### config.mk
export PLATFORM = sky130hd
export DESIGN_NAME = directive_text_tokenizer_core
export DESIGN_NICKNAME = d
export VERILOG_FILES = /design/src/sv/dtt_pkg.sv /design/src/sv/dtt_lexer.sv /design/src/sv/dtt_token_queue.sv /design/src/sv/directive_text_tokenizer_core.sv
export SDC_FILE = /design/constraint.sdc
export NUM_CORES = 1
export LEC_CHECK = 0
export BUFFER_PORTS_ARGS = -buffer_cell sky130_fd_sc_hd__buf_2
export CAP_MARGIN = 0
export CORE_ASPECT_RATIO = 0.8
export CORE_UTILIZATION = 50
export CTS_BUF_LIST = sky130_fd_sc_hd__clkbuf_8
export DETAILED_ROUTE_END_ITERATION = 12
export PLACE_DENSITY = 0.79
export SLEW_MARGIN = 15
export SYNTH_ARGS = -nofsm -noshare
export SYNTH_HDL_FRONTEND = slang
export SYNTH_SLANG_ARGS = --single-unit
### constraint.sdc
create_clock -name clk -period 8.1 [get_ports clk]
set_clock_uncertainty 0.05 [all_clocks]
set_input_delay 1.62 -clock clk [delete_from_list [all_inputs] [get_ports clk]]
set_output_delay 1.62 -clock clk [all_outputs]
set_load 0.005 [all_outputs]
### src/sv/dtt_pkg.sv
// ----------------------------------------------------------------------------
// Directive text tokenizer package
// Shared types, character codes, token kinds and helper functions.
// ----------------------------------------------------------------------------
package dtt_pkg;

  localparam int POSITION_BITS = 16;
  localparam int ACC_BITS      = 32;
  localparam int VALUE_BITS    = 37;
  localparam int TAG_BITS      = 4;
  localparam logic [7:0] VARIABLE_TAG  = 8'd1;
  localparam logic [7:0] PARAMETER_TAG = 8'd2;
  localparam logic [7:0] TAG_MASK      = 8'((1 << TAG_BITS) - 1);

  localparam int QUEUE_DEPTH = 4;
  localparam int QIDX_W      = $clog2(QUEUE_DEPTH);
  localparam int QCNT_W      = $clog2(QUEUE_DEPTH + 1);

  localparam logic [POSITION_BITS-1:0] INCLUDE_LENGTH = POSITION_BITS'(8);

  localparam logic [7:0] CHAR_NUL   = 8'h00;
  localparam logic [7:0] CHAR_LF    = 8'h0A;
  localparam logic [7:0] CHAR_QUOTE = 8'h22;
  localparam logic [7:0] CHAR_HASH  = 8'h23;
  localparam logic [7:0] CHAR_OPEN  = 8'h28;
  localparam logic [7:0] CHAR_CLOSE = 8'h29;
  localparam logic [7:0] CHAR_STAR  = 8'h2A;
  localparam logic [7:0] CHAR_COMMA = 8'h2C;
  localparam logic [7:0] CHAR_SLASH = 8'h2F;
  localparam logic [7:0] CHAR_ZERO  = 8'h30;
  localparam logic [7:0] CHAR_NINE  = 8'h39;
  localparam logic [7:0] CHAR_UP_A  = 8'h41;
  localparam logic [7:0] CHAR_UP_C  = 8'h43;
  localparam logic [7:0] CHAR_UP_P  = 8'h50;
  localparam logic [7:0] CHAR_UP_V  = 8'h56;
  localparam logic [7:0] CHAR_UP_Z  = 8'h5A;
  localparam logic [7:0] CHAR_UNDER = 8'h5F;
  localparam logic [7:0] CHAR_LO_A  = 8'h61;
  localparam logic [7:0] CHAR_LO_Z  = 8'h7A;

  typedef enum logic [3:0] {
    MODE_IDLE,
    MODE_KEYWORD,
    MODE_STRING,
    MODE_NUMBER,
    MODE_IDENT,
    MODE_SLASH,
    MODE_LINE,
    MODE_BLOCK,
    MODE_STRAY
  } mode_t;

  typedef enum logic [2:0] {
    KIND_INCLUDE,
    KIND_STRING,
    KIND_NUMBER,
    KIND_IDENT,
    KIND_OPEN,
    KIND_CLOSE,
    KIND_COMMA,
    KIND_COMMENT
  } kind_t;

  typedef struct packed {
    kind_t                    kind;
    logic [POSITION_BITS-1:0] start;
    logic [POSITION_BITS-1:0] length;
    logic [VALUE_BITS-1:0]    value;
    logic                     last;
  } token_t;

  typedef struct packed {
    logic [1:0] count;
    token_t     tok0;
    token_t     tok1;
  } push_t;

  function automatic logic is_ident_char(input logic [7:0] c);
    return (c == CHAR_UNDER) || (c >= CHAR_LO_A && c <= CHAR_LO_Z) ||
           (c >= CHAR_UP_A && c <= CHAR_UP_Z);
  endfunction

  function automatic logic is_digit_char(input logic [7:0] c);
    return (c >= CHAR_ZERO) && (c <= CHAR_NINE);
  endfunction

  // "#include", one character per matched count
  function automatic logic [7:0] keyword_char(input logic [2:0] idx);
    logic [7:0] ch;
    unique case (idx)
      3'd0:    ch = CHAR_HASH;
      3'd1:    ch = 8'h69;
      3'd2:    ch = 8'h6E;
      3'd3:    ch = 8'h63;
      3'd4:    ch = 8'h6C;
      3'd5:    ch = 8'h75;
      3'd6:    ch = 8'h64;
      default: ch = 8'h65;
    endcase
    return ch;
  endfunction

  function automatic logic [VALUE_BITS-1:0] number_value_f(input logic [ACC_BITS-1:0] acc,
                                                          input logic tagged_num,
                                                          input logic [7:0] tag);
    logic [VALUE_BITS-1:0] packed_val;
    packed_val = VALUE_BITS'(acc);
    if (tagged_num) begin
      packed_val = (packed_val << TAG_BITS) | VALUE_BITS'(tag & TAG_MASK);
    end
    return VALUE_BITS'(0) - packed_val;
  endfunction

  function automatic token_t make_token(input kind_t kind,
                                        input logic [POSITION_BITS-1:0] start,
                                        input logic [POSITION_BITS-1:0] length,
                                        input logic [VALUE_BITS-1:0] value);
    token_t t;
    t.kind   = kind;
    t.start  = start;
    t.length = length;
    t.value  = value;
    t.last   = 1'b0;
    return t;
  endfunction

endpackage

### src/sv/dtt_lexer.sv
// ----------------------------------------------------------------------------
// Directive text tokenizer lexer
// Input byte register, lexer state and the per-byte step that yields up to
// two tokens and the next state.
// ----------------------------------------------------------------------------
module dtt_lexer (
  input  logic           clk,
  input  logic           rst,
  input  logic           text_valid,
  output logic           text_stall,
  input  logic [7:0]     text_byte,
  input  logic           room,
  output dtt_pkg::push_t push
);
  import dtt_pkg::*;

  logic                     in_full;
  logic [7:0]               byte_r;
  logic                     step;

  mode_t                    mode;
  logic [POSITION_BITS-1:0] byte_position;
  logic [POSITION_BITS-1:0] token_begin;
  logic [2:0]               keyword_matched;
  logic [ACC_BITS-1:0]      digit_accumulator;
  logic                     star_seen;

  mode_t                    mode_next;
  logic [POSITION_BITS-1:0] position_next;
  logic [POSITION_BITS-1:0] begin_next;
  logic [2:0]               matched_next;
  logic [ACC_BITS-1:0]      acc_next;
  logic                     star_next;

  logic                     em_a, em_b, em_c;
  token_t                   tok_a, tok_b, tok_c;
  logic                     ident_chk, disp;
  logic [POSITION_BITS-1:0] len;
  logic [ACC_BITS+3:0]      acc_mul;
  logic [1:0]               n;
  token_t                   tok0, tok1;

  assign step       = in_full && room;
  assign text_stall = in_full && !step;

  always_ff @(posedge clk) begin
    if (rst) begin
      in_full <= 1'b0;
    end else if (text_valid && !text_stall) begin
      in_full <= 1'b1;
    end else if (step) begin
      in_full <= 1'b0;
    end
  end

  always_ff @(posedge clk) begin
    if (text_valid && !text_stall) begin
      byte_r <= text_byte;
    end
  end

  always_ff @(posedge clk) begin
    if (rst) begin
      mode              <= MODE_IDLE;
      byte_position     <= '0;
      token_begin       <= '0;
      keyword_matched   <= '0;
      digit_accumulator <= '0;
      star_seen         <= 1'b0;
    end else if (step) begin
      mode              <= mode_next;
      byte_position     <= position_next;
      token_begin       <= begin_next;
      keyword_matched   <= matched_next;
      digit_accumulator <= acc_next;
      star_seen         <= star_next;
    end
  end

  always_comb begin
    mode_next     = mode;
    begin_next    = token_begin;
    matched_next  = keyword_matched;
    acc_next      = digit_accumulator;
    star_next     = star_seen;
    position_next = byte_position + POSITION_BITS'(1);
    em_a = 1'b0; em_b = 1'b0; em_c = 1'b0;
    tok_a = '0;  tok_b = '0;  tok_c = '0;
    ident_chk = 1'b0;
    disp      = 1'b0;
    len       = byte_position - token_begin;
    acc_mul   = (ACC_BITS+4)'({digit_accumulator, 3'b000}) +
                (ACC_BITS+4)'({digit_accumulator, 1'b0}) +
                (ACC_BITS+4)'(byte_r[3:0]);

    if (byte_r == CHAR_NUL) begin
      // end of text: flush pending token, restart at offset zero
      unique case (mode)
        MODE_KEYWORD: begin
          if (keyword_matched >= 3'd2) begin
            em_a  = 1'b1;
            tok_a = make_token(KIND_IDENT, token_begin + POSITION_BITS'(1),
                               POSITION_BITS'(keyword_matched - 3'd1), '0);
          end
        end
        MODE_NUMBER: begin
          em_a  = 1'b1;
          tok_a = make_token(KIND_NUMBER, token_begin, len,
                             number_value_f(digit_accumulator, 1'b0, '0));
        end
        MODE_IDENT: begin
          em_a  = 1'b1;
          tok_a = make_token(KIND_IDENT, token_begin, len, '0);
        end
        MODE_LINE, MODE_BLOCK: begin
          em_a  = 1'b1;
          tok_a = make_token(KIND_COMMENT, token_begin, len, '0);
        end
        default: ;
      endcase
      mode_next     = MODE_IDLE;
      begin_next    = '0;
      matched_next  = '0;
      acc_next      = '0;
      star_next     = 1'b0;
      position_next = '0;
    end else begin
      unique case (mode)
        MODE_KEYWORD: begin
          if (byte_r == keyword_char(keyword_matched)) begin
            if (keyword_matched == 3'd7) begin
              em_a         = 1'b1;
              tok_a        = make_token(KIND_INCLUDE, token_begin, INCLUDE_LENGTH, '0);
              mode_next    = MODE_IDLE;
              matched_next = '0;
            end else begin
              matched_next = keyword_matched + 3'd1;
            end
          end else if (keyword_matched >= 3'd2) begin
            // drop the '#', keep the matched letters as an identifier
            mode_next    = MODE_IDENT;
            begin_next   = token_begin + POSITION_BITS'(1);
            matched_next = '0;
            ident_chk    = 1'b1;
          end else begin
            mode_next    = MODE_IDLE;
            matched_next = '0;
            disp         = 1'b1;
          end
        end
        MODE_STRING: begin
          if (byte_r == CHAR_QUOTE) begin
            em_a      = 1'b1;
            tok_a     = make_token(KIND_STRING, token_begin, len, '0);
            mode_next = MODE_IDLE;
          end else if (byte_r == CHAR_LF) begin
            mode_next = MODE_IDLE;
          end
        end
        MODE_NUMBER: begin
          if (is_digit_char(byte_r)) begin
            acc_next = (acc_mul[ACC_BITS+3:ACC_BITS] != '0) ? '1 : acc_mul[ACC_BITS-1:0];
          end else if (byte_r == CHAR_UP_V) begin
            em_a      = 1'b1;
            tok_a     = make_token(KIND_NUMBER, token_begin, len + POSITION_BITS'(1),
                                   number_value_f(digit_accumulator, 1'b1, VARIABLE_TAG));
            mode_next = MODE_IDLE;
            acc_next  = '0;
          end else if (byte_r == CHAR_UP_P || byte_r == CHAR_UP_C) begin
            em_a      = 1'b1;
            tok_a     = make_token(KIND_NUMBER, token_begin, len + POSITION_BITS'(1),
                                   number_value_f(digit_accumulator, 1'b1, PARAMETER_TAG));
            mode_next = MODE_IDLE;
            acc_next  = '0;
          end else begin
            em_a      = 1'b1;
            tok_a     = make_token(KIND_NUMBER, token_begin, len,
                                   number_value_f(digit_accumulator, 1'b0, '0));
            mode_next = MODE_IDLE;
            acc_next  = '0;
            disp      = 1'b1;
          end
        end
        MODE_IDENT: begin
          ident_chk = 1'b1;
        end
        MODE_SLASH: begin
          if (byte_r == CHAR_SLASH) begin
            mode_next = MODE_LINE;
          end else if (byte_r == CHAR_STAR) begin
            mode_next = MODE_BLOCK;
            star_next = 1'b0;
          end else if (byte_r == CHAR_LF) begin
            mode_next = MODE_IDLE;
          end else begin
            mode_next = MODE_STRAY;
          end
        end
        MODE_LINE: begin
          if (byte_r == CHAR_LF) begin
            em_a      = 1'b1;
            tok_a     = make_token(KIND_COMMENT, token_begin, len, '0);
            mode_next = MODE_IDLE;
          end
        end
        MODE_BLOCK: begin
          if (star_seen && byte_r == CHAR_SLASH) begin
            em_a      = 1'b1;
            tok_a     = make_token(KIND_COMMENT, token_begin, len + POSITION_BITS'(1), '0);
            mode_next = MODE_IDLE;
            star_next = 1'b0;
          end else begin
            star_next = (byte_r == CHAR_STAR);
          end
        end
        MODE_STRAY: begin
          if (byte_r == CHAR_LF) begin
            mode_next = MODE_IDLE;
          end
        end
        default: begin
          mode_next = MODE_IDLE;
          disp      = 1'b1;
        end
      endcase

      // close the identifier on a byte that is neither a letter nor an underscore and lex the byte anew
      if (ident_chk && !is_ident_char(byte_r)) begin
        em_b      = 1'b1;
        tok_b     = make_token(KIND_IDENT, begin_next, byte_position - begin_next, '0);
        mode_next = MODE_IDLE;
        disp      = 1'b1;
      end

      if (disp) begin
        priority if (byte_r == CHAR_HASH) begin
          mode_next    = MODE_KEYWORD;
          begin_next   = byte_position;
          matched_next = 3'd1;
        end else if (byte_r == CHAR_QUOTE) begin
          mode_next  = MODE_STRING;
          begin_next = byte_position + POSITION_BITS'(1);
        end else if (is_digit_char(byte_r)) begin
          mode_next  = MODE_NUMBER;
          begin_next = byte_position;
          acc_next   = ACC_BITS'(byte_r[3:0]);
        end else if (is_ident_char(byte_r)) begin
          mode_next  = MODE_IDENT;
          begin_next = byte_position;
        end else if (byte_r == CHAR_OPEN) begin
          em_c  = 1'b1;
          tok_c = make_token(KIND_OPEN, byte_position, POSITION_BITS'(1), '0);
        end else if (byte_r == CHAR_CLOSE) begin
          em_c  = 1'b1;
          tok_c = make_token(KIND_CLOSE, byte_position, POSITION_BITS'(1), '0);
        end else if (byte_r == CHAR_COMMA) begin
          em_c  = 1'b1;
          tok_c = make_token(KIND_COMMA, byte_position, POSITION_BITS'(1), '0);
        end else if (byte_r == CHAR_SLASH) begin
          mode_next  = MODE_SLASH;
          begin_next = byte_position;
        end else begin
          mode_next = MODE_IDLE;
        end
      end
    end
  end

  // pack the emitted tokens in order, mark the final one
  always_comb begin
    n    = 2'd0;
    tok0 = '0;
    tok1 = '0;
    if (em_a) begin
      tok0 = tok_a;
      n    = 2'd1;
    end
    if (em_b) begin
      if (n == 2'd0) begin
        tok0 = tok_b;
      end else begin
        tok1 = tok_b;
      end
      n = n + 2'd1;
    end
    if (em_c) begin
      if (n == 2'd0) begin
        tok0 = tok_c;
      end else begin
        tok1 = tok_c;
      end
      n = n + 2'd1;
    end
    if (n == 2'd1) begin
      tok0.last = 1'b1;
    end
    if (n == 2'd2) begin
      tok1.last = 1'b1;
    end
  end

  assign push.count = step ? n : 2'd0;
  assign push.tok0  = tok0;
  assign push.tok1  = tok1;

endmodule

### src/sv/dtt_token_queue.sv
// ----------------------------------------------------------------------------
// Directive text tokenizer token queue
// Small queue that takes up to two tokens a cycle while it has room for two, and hands out one unless stalled.
// ----------------------------------------------------------------------------
module dtt_token_queue (
  input  logic                              clk,
  input  logic                              rst,
  input  dtt_pkg::push_t                    push,
  output logic                              room,
  output logic                              token_valid,
  input  logic                              token_stall,
  output dtt_pkg::token_t                   head_token
);
  import dtt_pkg::*;

  token_t             entries [QUEUE_DEPTH];
  logic [QIDX_W-1:0]  head;
  logic [QIDX_W-1:0]  tail;
  logic [QCNT_W-1:0]  count;
  logic               pop;

  assign token_valid = (count != '0);
  assign pop         = token_valid && !token_stall;
  assign room        = (count <= QCNT_W'(QUEUE_DEPTH - 2));
  assign head_token  = entries[head];

  always_ff @(posedge clk) begin
    if (rst) begin
      head  <= '0;
      tail  <= '0;
      count <= '0;
    end else begin
      if (pop) begin
        head <= head + QIDX_W'(1);
      end
      tail  <= tail + QIDX_W'(push.count);
      count <= count + QCNT_W'(push.count) - QCNT_W'(pop);
    end
  end

  always_ff @(posedge clk) begin
    if (push.count != 2'd0) begin
      entries[tail] <= push.tok0;
    end
    if (push.count == 2'd2) begin
      entries[tail + QIDX_W'(1)] <= push.tok1;
    end
  end

endmodule

### src/sv/directive_text_tokenizer_core.sv
// ----------------------------------------------------------------------------
// Directive text tokenizer core
// Streaming lexer for directive text: one byte in, zero to two tokens out.
// ----------------------------------------------------------------------------
// Path: an accepted byte is held in the input register; once the token queue
//   has room, the lexer step writes its tokens into the queue, which offers them.
// Throughput: one byte per cycle while the token queue has room for two; the
//   two tokens of one byte leave one at a time, absorbed by the 4-entry token queue.
// Reset: synchronous rst clears the lexer state, byte offset and the queue.
module directive_text_tokenizer_core (
  input  logic               clk,
  input  logic               rst,
  input  logic               text_valid,
  output logic               text_stall,
  input  logic [7:0]         text_byte,
  output logic               token_valid,
  input  logic               token_stall,
  output logic [2:0]         token_kind,
  output logic [15:0]        token_start,
  output logic [15:0]        token_length,
  output logic signed [36:0] number_value,
  output logic               last_of_run
);
  import dtt_pkg::*;

  push_t  push;
  logic   room;
  token_t head_token;

  dtt_lexer u_lexer (
    .clk        (clk),
    .rst        (rst),
    .text_valid (text_valid),
    .text_stall (text_stall),
    .text_byte  (text_byte),
    .room       (room),
    .push       (push)
  );

  dtt_token_queue u_queue (
    .clk         (clk),
    .rst         (rst),
    .push        (push),
    .room        (room),
    .token_valid (token_valid),
    .token_stall (token_stall),
    .head_token  (head_token)
  );

  assign token_kind   = 3'(head_token.kind);
  assign token_start  = 16'(head_token.start);
  assign token_length = 16'(head_token.length);
  assign number_value = $signed(head_token.value);
  assign last_of_run  = head_token.last;

  a_push_needs_room: assert property (@(posedge clk) disable iff (rst)
    push.count != 2'd0 |-> room)
    else $error("token push without queue room");

  a_pair_last_mark: assert property (@(posedge clk) disable iff (rst)
    push.count == 2'd2 |-> (!push.tok0.last && push.tok1.last))
    else $error("two-token request marks wrong final token");

  a_include_length: assert property (@(posedge clk) disable iff (rst)
    (push.count != 2'd0 && push.tok0.kind == KIND_INCLUDE) |->
      push.tok0.length == INCLUDE_LENGTH)
    else $error("include token with wrong length");

  a_value_only_number: assert property (@(posedge clk) disable iff (rst)
    (token_valid && token_kind != 3'(KIND_NUMBER)) |-> number_value == '0)
    else $error("nonzero value on a non-number token");

endmodule

==> impl_metrics.csv, run 1 <==
group,metric,value,unit
hold_path,hp-class,"flip-flop to flip-flop",
floorplanning,rows,70,
route,via_count,20734,
clocking,path_clk_slew,0.07,ns
worst_setup_path,worstPathArrival,6.71,ns
finish,final_cell_mix,"nor2_1, dfxtp_1, nand2_1",
synth,async_flop_share,0,%
synth,yosysWarnings,0,
clocking,clk_latency,0.67,ns
floorplanning,fp.dieW,244,um
grt,grt_pass1_vias,19355,
status,status,"completed",
sta,slew_headroom,13.8,%
pwr,peakVddDrop,0.000128,V
route,topRoutingLayerUsed,"met4",
finish,utilization,55.1,%
synth,synth_flop_cell,"dfxtp_1",
job,maxCapViolCount,0,
worst_setup_path,rr_endpoint,"u_queue.entries[2][64]",
worst_setup_path,worstPathRequired,8.31,ns
route,wl,75300,um
grt,antenna_found_initial,1,
route,met1Wirelength,33400,um
grt,grt_pass1_wl,116000,um
synth,synth_nets,2560,
clocking,cts_hold_buf,0,
sta,fin_hold_ws,0.408,ns
worst_setup_path,rr_worst_depth,17,
floorplanning,die_h,196,um
worst_setup_path,crit_path_end_kind,"flip-flop",
sta,fmaxAchievable,0.154,GHz
synth,ys_types,104,
worst_setup_path,critPathKind,"flip-flop to flip-flop",
clocking,postCtsSetupBuffers,0,
grt,grt_overflow_total,0,
clocking,htreeDepth,2,
synth,synth-seq-cells,382,
sta,setup_viol,0,
clocking,clk_path_buf_depth,3,
worst_setup_path,r2r_start,"u_lexer.keyword_matched[0]",
synth,synth_edf_count,152,
sta,slew_violations,0,
worst_setup_path,start_kind,"flip-flop",
placed_design,place.gp.congestion,1.00,
grt,grt_max_degree,74,
pwr,cellPowerDensity,183,nW/um^2
route,drt_iter0_drc,2347,
floorplanning,pin_count,87,
clocking,cts_num_sinks,382,
finish,area_growth,8.14,%
clocking,tritoncts,"yes",
route,wl_met2,31700,um
synth,syn_inst,2431,
clocking,cts-root-buf,"clkbuf_8",
floorplanning,start_util,50.9,%
sta,hold_violations,0,
sta,period_share,80.2,%
finish,nets,2561,
finish,drive_gt1_share,13.8,%
placed_design,dpl.hpwl,53100,um
clocking,numCtsBuffers,60,
worst_setup_path,r2r_slack,1.61,ns
route,routed_via_density,6.70,
clocking,post_cts_resized,0,
finish,final_common_cell,"nor2_1",
route,wl_per_cell,24.3,um
sta,rsz0062_at_grt,"no",
route,drc,0,
grt,grt_usage,31.0,%
worst_setup_path,crit_path_max_fanout,38,
synth,synth_area,23400,um^2
sta,fin_crit,6.49,ns
worst_setup_path,crit_path_start,"u_lexer.keyword_matched[0]",
route,ant_nets,0,
route,firstDrtPassIters,7,
synth,yosysSeqAreaShare,39.2,%
route,wl_met3,8720,um
worst_setup_path,cp-endpoint,"u_queue.entries[2][64]",
synth,synth.avg_cell_area,9.63,um^2
floorplanning,core_area,46000,um^2
floorplanning,die-area,47700,um^2
placed_design,port_buffers,86,
sta,worst_pin_slew,1.28,ns
sta,setup_tns,0,ns
pwr,leakage,0.00913,uW
[metal layers]
metal / vias up / GRT usage [%]
met5: - / 0
met3: 114 / 6.57
met4: 0 / 6.76
li1: 9284 / -
met1: 10081 / 47.0
met2: 1255 / 45.0
[cells by family (layout without fill, tap and decap cells)]
group | count (synthesis) | after routing | synth area share [%]
buffers and inverters | 239 | 291 | 4.47
XOR/XNOR | 111 | 111 | 4.15
AND/OR/NAND/NOR | 712 | 712 | 14.6
other | 0 | 1 | 0
adder cells (fa/ha/maj) | 117 | 117 | 6.41
multiplexers | 77 | 77 | 7.22
AO/OA/AOI/OAI | 793 | 793 | 24.0
flip-flops | 382 | 382 | 39.2
[report_power, final]
part / internal, uW / leakage [uW] / switching (uW) / total, uW
logic: 379 / 0.00503 / 432 / 811
registers: 2010 / 0.00339 / 95.7 / 2110
clock network: 905 / 0.000708 / 817 / 1720
[flip-flops by register name (all words and copies together) (netlist names), named ones only]
name                       count
u_queue.head                   2
u_lexer.byte_position         16
u_lexer.byte_r                 8
u_queue.entries              292
u_queue.tail                   2
u_lexer.digit_accumulator     32
u_lexer.keyword_matched        3
u_lexer.token_begin           16
u_lexer.in_full                1
u_queue.count                  3
u_lexer.star_seen              1
u_lexer.mode                   4
[through the flow]
stage	power, uW	std cells	worst slack (ns)	area, um^2
2_1_floorplan	2700	2431	2.95	23400
3_3_place_gp	2940	2982	2.06	24100
3_5_place_dp	2950	2982	1.71	24100
4_1_cts	4650	3095	1.66	25300
5_1_grt	4810	3096	1.26	25300
6_report	4640	3096	1.61	25300
[how the worst min path moves through the flow]
| stage | start | to | slack, ns | cells after the start |
|---|---|---|---|---|
| after floorplan | u_queue.entries[1][1] | u_queue.entries[1][1] | 0.38 | 1 |
| after global placement | u_queue.entries[0][33] | u_queue.entries[0][33] | 0.39 | 2 |
| after detailed placement | u_queue.entries[2][20] | u_queue.entries[2][20] | 0.39 | 1 |
| after CTS | u_queue.entries[0][9] | u_queue.entries[0][9] | 0.41 | 1 |
| after global routing | u_queue.entries[0][9] | u_queue.entries[0][9] | 0.42 | 1 |
| final | u_queue.entries[2][20] | u_queue.entries[2][20] | 0.41 | 1 |
[Yosys cell counts (14+ instances only)]
master | count | share of area [%]
or3_1 | 16 | 0.43
a211oi_1 | 15 | 0.48
o2bb2ai_1 | 97 | 3.6
and2_1 | 14 | 0.37
nand2_1 | 180 | 2.9
and3_1 | 25 | 0.67
a21o_1 | 27 | 0.87
buf_1 | 20 | 0.32
nand2b_1 | 15 | 0.40
nand3_1 | 55 | 1.2
inv_1 | 57 | 0.91
ha_1 | 112 | 6.0
nand4_1 | 15 | 0.40
a31oi_1 | 18 | 0.48
dfxtp_1 | 230 | 20
a22o_1 | 62 | 2.3
clkbuf_1 | 110 | 1.8
nor2_1 | 234 | 3.8
mux4_2 | 73 | 7.0
edfxtp_1 | 152 | 19
o211ai_1 | 32 | 1.0
xor2_1 | 33 | 1.2
buf_2 | 31 | 0.66
a22oi_1 | 22 | 0.71
nor2b_1 | 27 | 0.72
nor3_1 | 58 | 1.2
xnor2_1 | 78 | 2.9
o2bb2ai_2 | 18 | 1.2
a21oi_1 | 153 | 3.3
o21ai_0 | 135 | 2.9
o22ai_1 | 100 | 2.7
nor4_1 | 19 | 0.51
[final cells by class]
class                   count  area (um^2)
clock buffers              68          936
fillers                  3956        20700
flip-flops and latches    382         9180
well taps                 612          766
repair buffers            117          663
multi-input cells        1810        13200
diodes                      1         2.50
clock inverters            45          319
inverters                  61          229
[worst max-delay path, stage by stage, from the launching register on]
cell       delay [ns]
dfxtp_1          0.48
inv_1            0.15
ha_1             0.31
nor3_1           0.25
a21oi_1          0.11
nor4_1           0.51
nand4_4          0.25
and2_0           0.34
o21ai_1          0.24
buf_4            0.22
ha_1             0.21
or3b_1           0.40
a21oi_2          0.78
a2bb2oi_4        0.21
and2_1           0.44
a21oi_4          0.21
buf_4            0.43
inv_2            0.47
Note: power is estimated with default switching activity, not from simulation.
==> run 2: changes to the inputs <==
- clock period: 8.1 -> 6 ns (I/O delays scaled with it)
==> impl_metrics.csv, run 2 (same netlist as run 1, synthesis figures left out) <==
group,metric,value,unit
clocking,path_clk_slew,0.07,ns
sta,period_share,92.7,%
worst_setup_path,start_kind,"flip-flop",
sta,hold_violations,0,
worst_setup_path,crit_path_end_kind,"flip-flop",
floorplanning,die_h,196,um
placed_design,dpl.hpwl,51800,um
route,drc,0,
grt,antenna_found_initial,2,
worst_setup_path,rr_endpoint,"u_queue.entries[1][71]",
grt,grt_overflow_total,0,
worst_setup_path,crit_path_cell_trace,"nor4_1, and3_1, or3_1, o22ai_2, nor2_1, ha_1, or3b_1, a21oi_2, buf_4, nor2_1, nor3_1, o22ai_1",
floorplanning,core_area,46000,um^2
route,routed_via_density,6.75,
sta,slew_headroom,23.3,%
worst_setup_path,r2r_slack,0.44,ns
finish,top_regs,"u_queue.entries: 292 flops, u_lexer.digit_accumulator: 32 flops",
job,maxCapViolCount,0,
grt,grt_pass1_vias,19592,
sta,setup_viol,0,
route,firstDrtPassIters,6,
finish,nets,2582,
sta,fin_crit,5.56,ns
status,status,"completed",
worst_setup_path,crit_path_max_fanout,14,
worst_setup_path,slowest_delay,0.72,ns
pwr,finalPower,6250,uW
pwr,cellPowerDensity,244,nW/um^2
route,ant_nets,0,
worst_setup_path,crit_path_start,"u_lexer.byte_r[4]",
grt,grt_pass1_wl,115000,um
sta,fmaxAchievable,0.180,GHz
clocking,cts-root-buf,"clkbuf_8",
sta,worst_pin_slew,1.15,ns
clocking,clk_latency,0.69,ns
grt,grt_max_degree,63,
floorplanning,fp.dieW,244,um
finish,final_cell_mix,"nor2_1, dfxtp_1, nand2_1",
placed_design,place_inst,3006,
route,via_count,21026,
clocking,cts_num_sinks,382,
finish,final_common_cell,"nor2_1",
worst_setup_path,cp-endpoint,"u_queue.entries[1][71]",
worst_setup_path,worstPathRequired,6.32,ns
sta,rsz0062_at_grt,"no",
sta,slew_violations,0,
worst_setup_path,crit_top_cell,"nor2_1",
finish,regMostFlops,"u_queue.entries",
route,wl,74800,um
clocking,postCtsSetupBuffers,0,
sta,setup_tns,0,ns
clocking,clk_path_buf_depth,3,
floorplanning,die-area,47700,um^2
worst_setup_path,critPathKind,"flip-flop to flip-flop",
floorplanning,pin_count,87,
route,wl_per_cell,24.0,um
clocking,numCtsBuffers,57,
finish,largest_register_ffs,292,
clocking,tritoncts,"yes",
worst_setup_path,r2r_start,"u_lexer.byte_r[4]",
placed_design,place.gp.congestion,1.01,
floorplanning,start_util,50.9,%
finish,drive_gt1_share,14.7,%
clocking,htreeDepth,2,
floorplanning,rows,70,
grt,grt_usage,30.6,%
finish,area_growth,9.32,%
finish,stdcell_count,3114,
pwr,leakage,0.00929,uW
placed_design,port_buffers,86,
worst_setup_path,crit_slowest_cell,"and3_1",
worst_setup_path,rr_worst_depth,12,
worst_setup_path,worstPathArrival,5.88,ns
pwr,peakVddDrop,0.000200,V
hold_path,hp-class,"flip-flop to flip-flop",
route,drt_iter0_drc,2510,
==> run 2: changes by cell type in the layout (fill, tap and decap cells not counted), moves of 3 or more <==
| cell | change |
|---|---|
| buf_12 | +8 |
| buf_4 | +16 |
| clkbuf_8 | +5 |
| clkinv_1 | -11 |
| clkinv_2 | -3 |
| inv_1 | +4 |
==> run 2: per-stage QoR <==
stage               worst slack (ns)  hold WS (ns)  utilization (%)  instance area [um^2]
global placement               0.640         0.389             52.9                 24300
CTS                            0.463         0.410             55.6                 25600
finish                         0.441         0.412             55.6                 25600
floorplan                      0.846         0.377                -                 23400
detailed placement             0.485         0.395             52.9                 24300
global route                  0.0241         0.425             55.6                 25600
==> run 2: worst min-delay path by stage <==
stage	from	endpoint	cells after the start	slack (ns)
3_3_place_gp	u_queue.entries[0][35]	u_queue.entries[0][35]	2	0.39
2_1_floorplan	u_queue.entries[1][1]	u_queue.entries[1][1]	1	0.38
3_5_place_dp	u_queue.entries[2][23]	u_queue.entries[2][23]	1	0.40
5_1_grt	u_queue.entries[2][18]	u_queue.entries[2][18]	1	0.42
6_report	u_queue.entries[0][34]	u_queue.entries[0][34]	2	0.41
4_1_cts	u_queue.entries[0][34]	u_queue.entries[0][34]	2	0.41
==> run 2: report_power, final <==
group	internal [uW]	switching, uW	total, uW
logic	514	572	1090
registers	2720	138	2850
clock network	1230	1080	2310
==> run 2: timing repair <==
action,4_1_cts,5_1_grt
setup endpoints to repair,0,4
hold buffers,0,0
resized for setup,0,1
==> run 2: critical path, delay by kind of cell (launching register included) <==
kind / cells / cell delay (ns)
AND/OR/NAND/NOR: 7 / 3.46
adder cells (fa/ha/maj): 1 / 0.30
buffers and inverters: 1 / 0.28
flip-flops: 1 / 0.58
AO/OA/AOI/OAI: 3 / 0.60
==> run 2: layout make-up <==
cell class	instances	area [um^2]
Inverter	61	229
Clock buffer	73	1000
Clock inverter	34	243
Tap cell	612	766
Sequential cell	382	9180
Fill cell	3948	20400
Antenna cell	1	2.50
Timing Repair Buffer	141	943
Multi-Input combinational cell	1810	13200
==> run 2: metal layers <==
layer / global-route usage (%) / part of all wire (%) / wire length, um
met5: 0 / 0 / 0
met4: 7.43 / 2.1 / 1590
met3: 7.45 / 12 / 9340
met2: 44.7 / 43 / 31800
met1: 45.1 / 43 / 32000
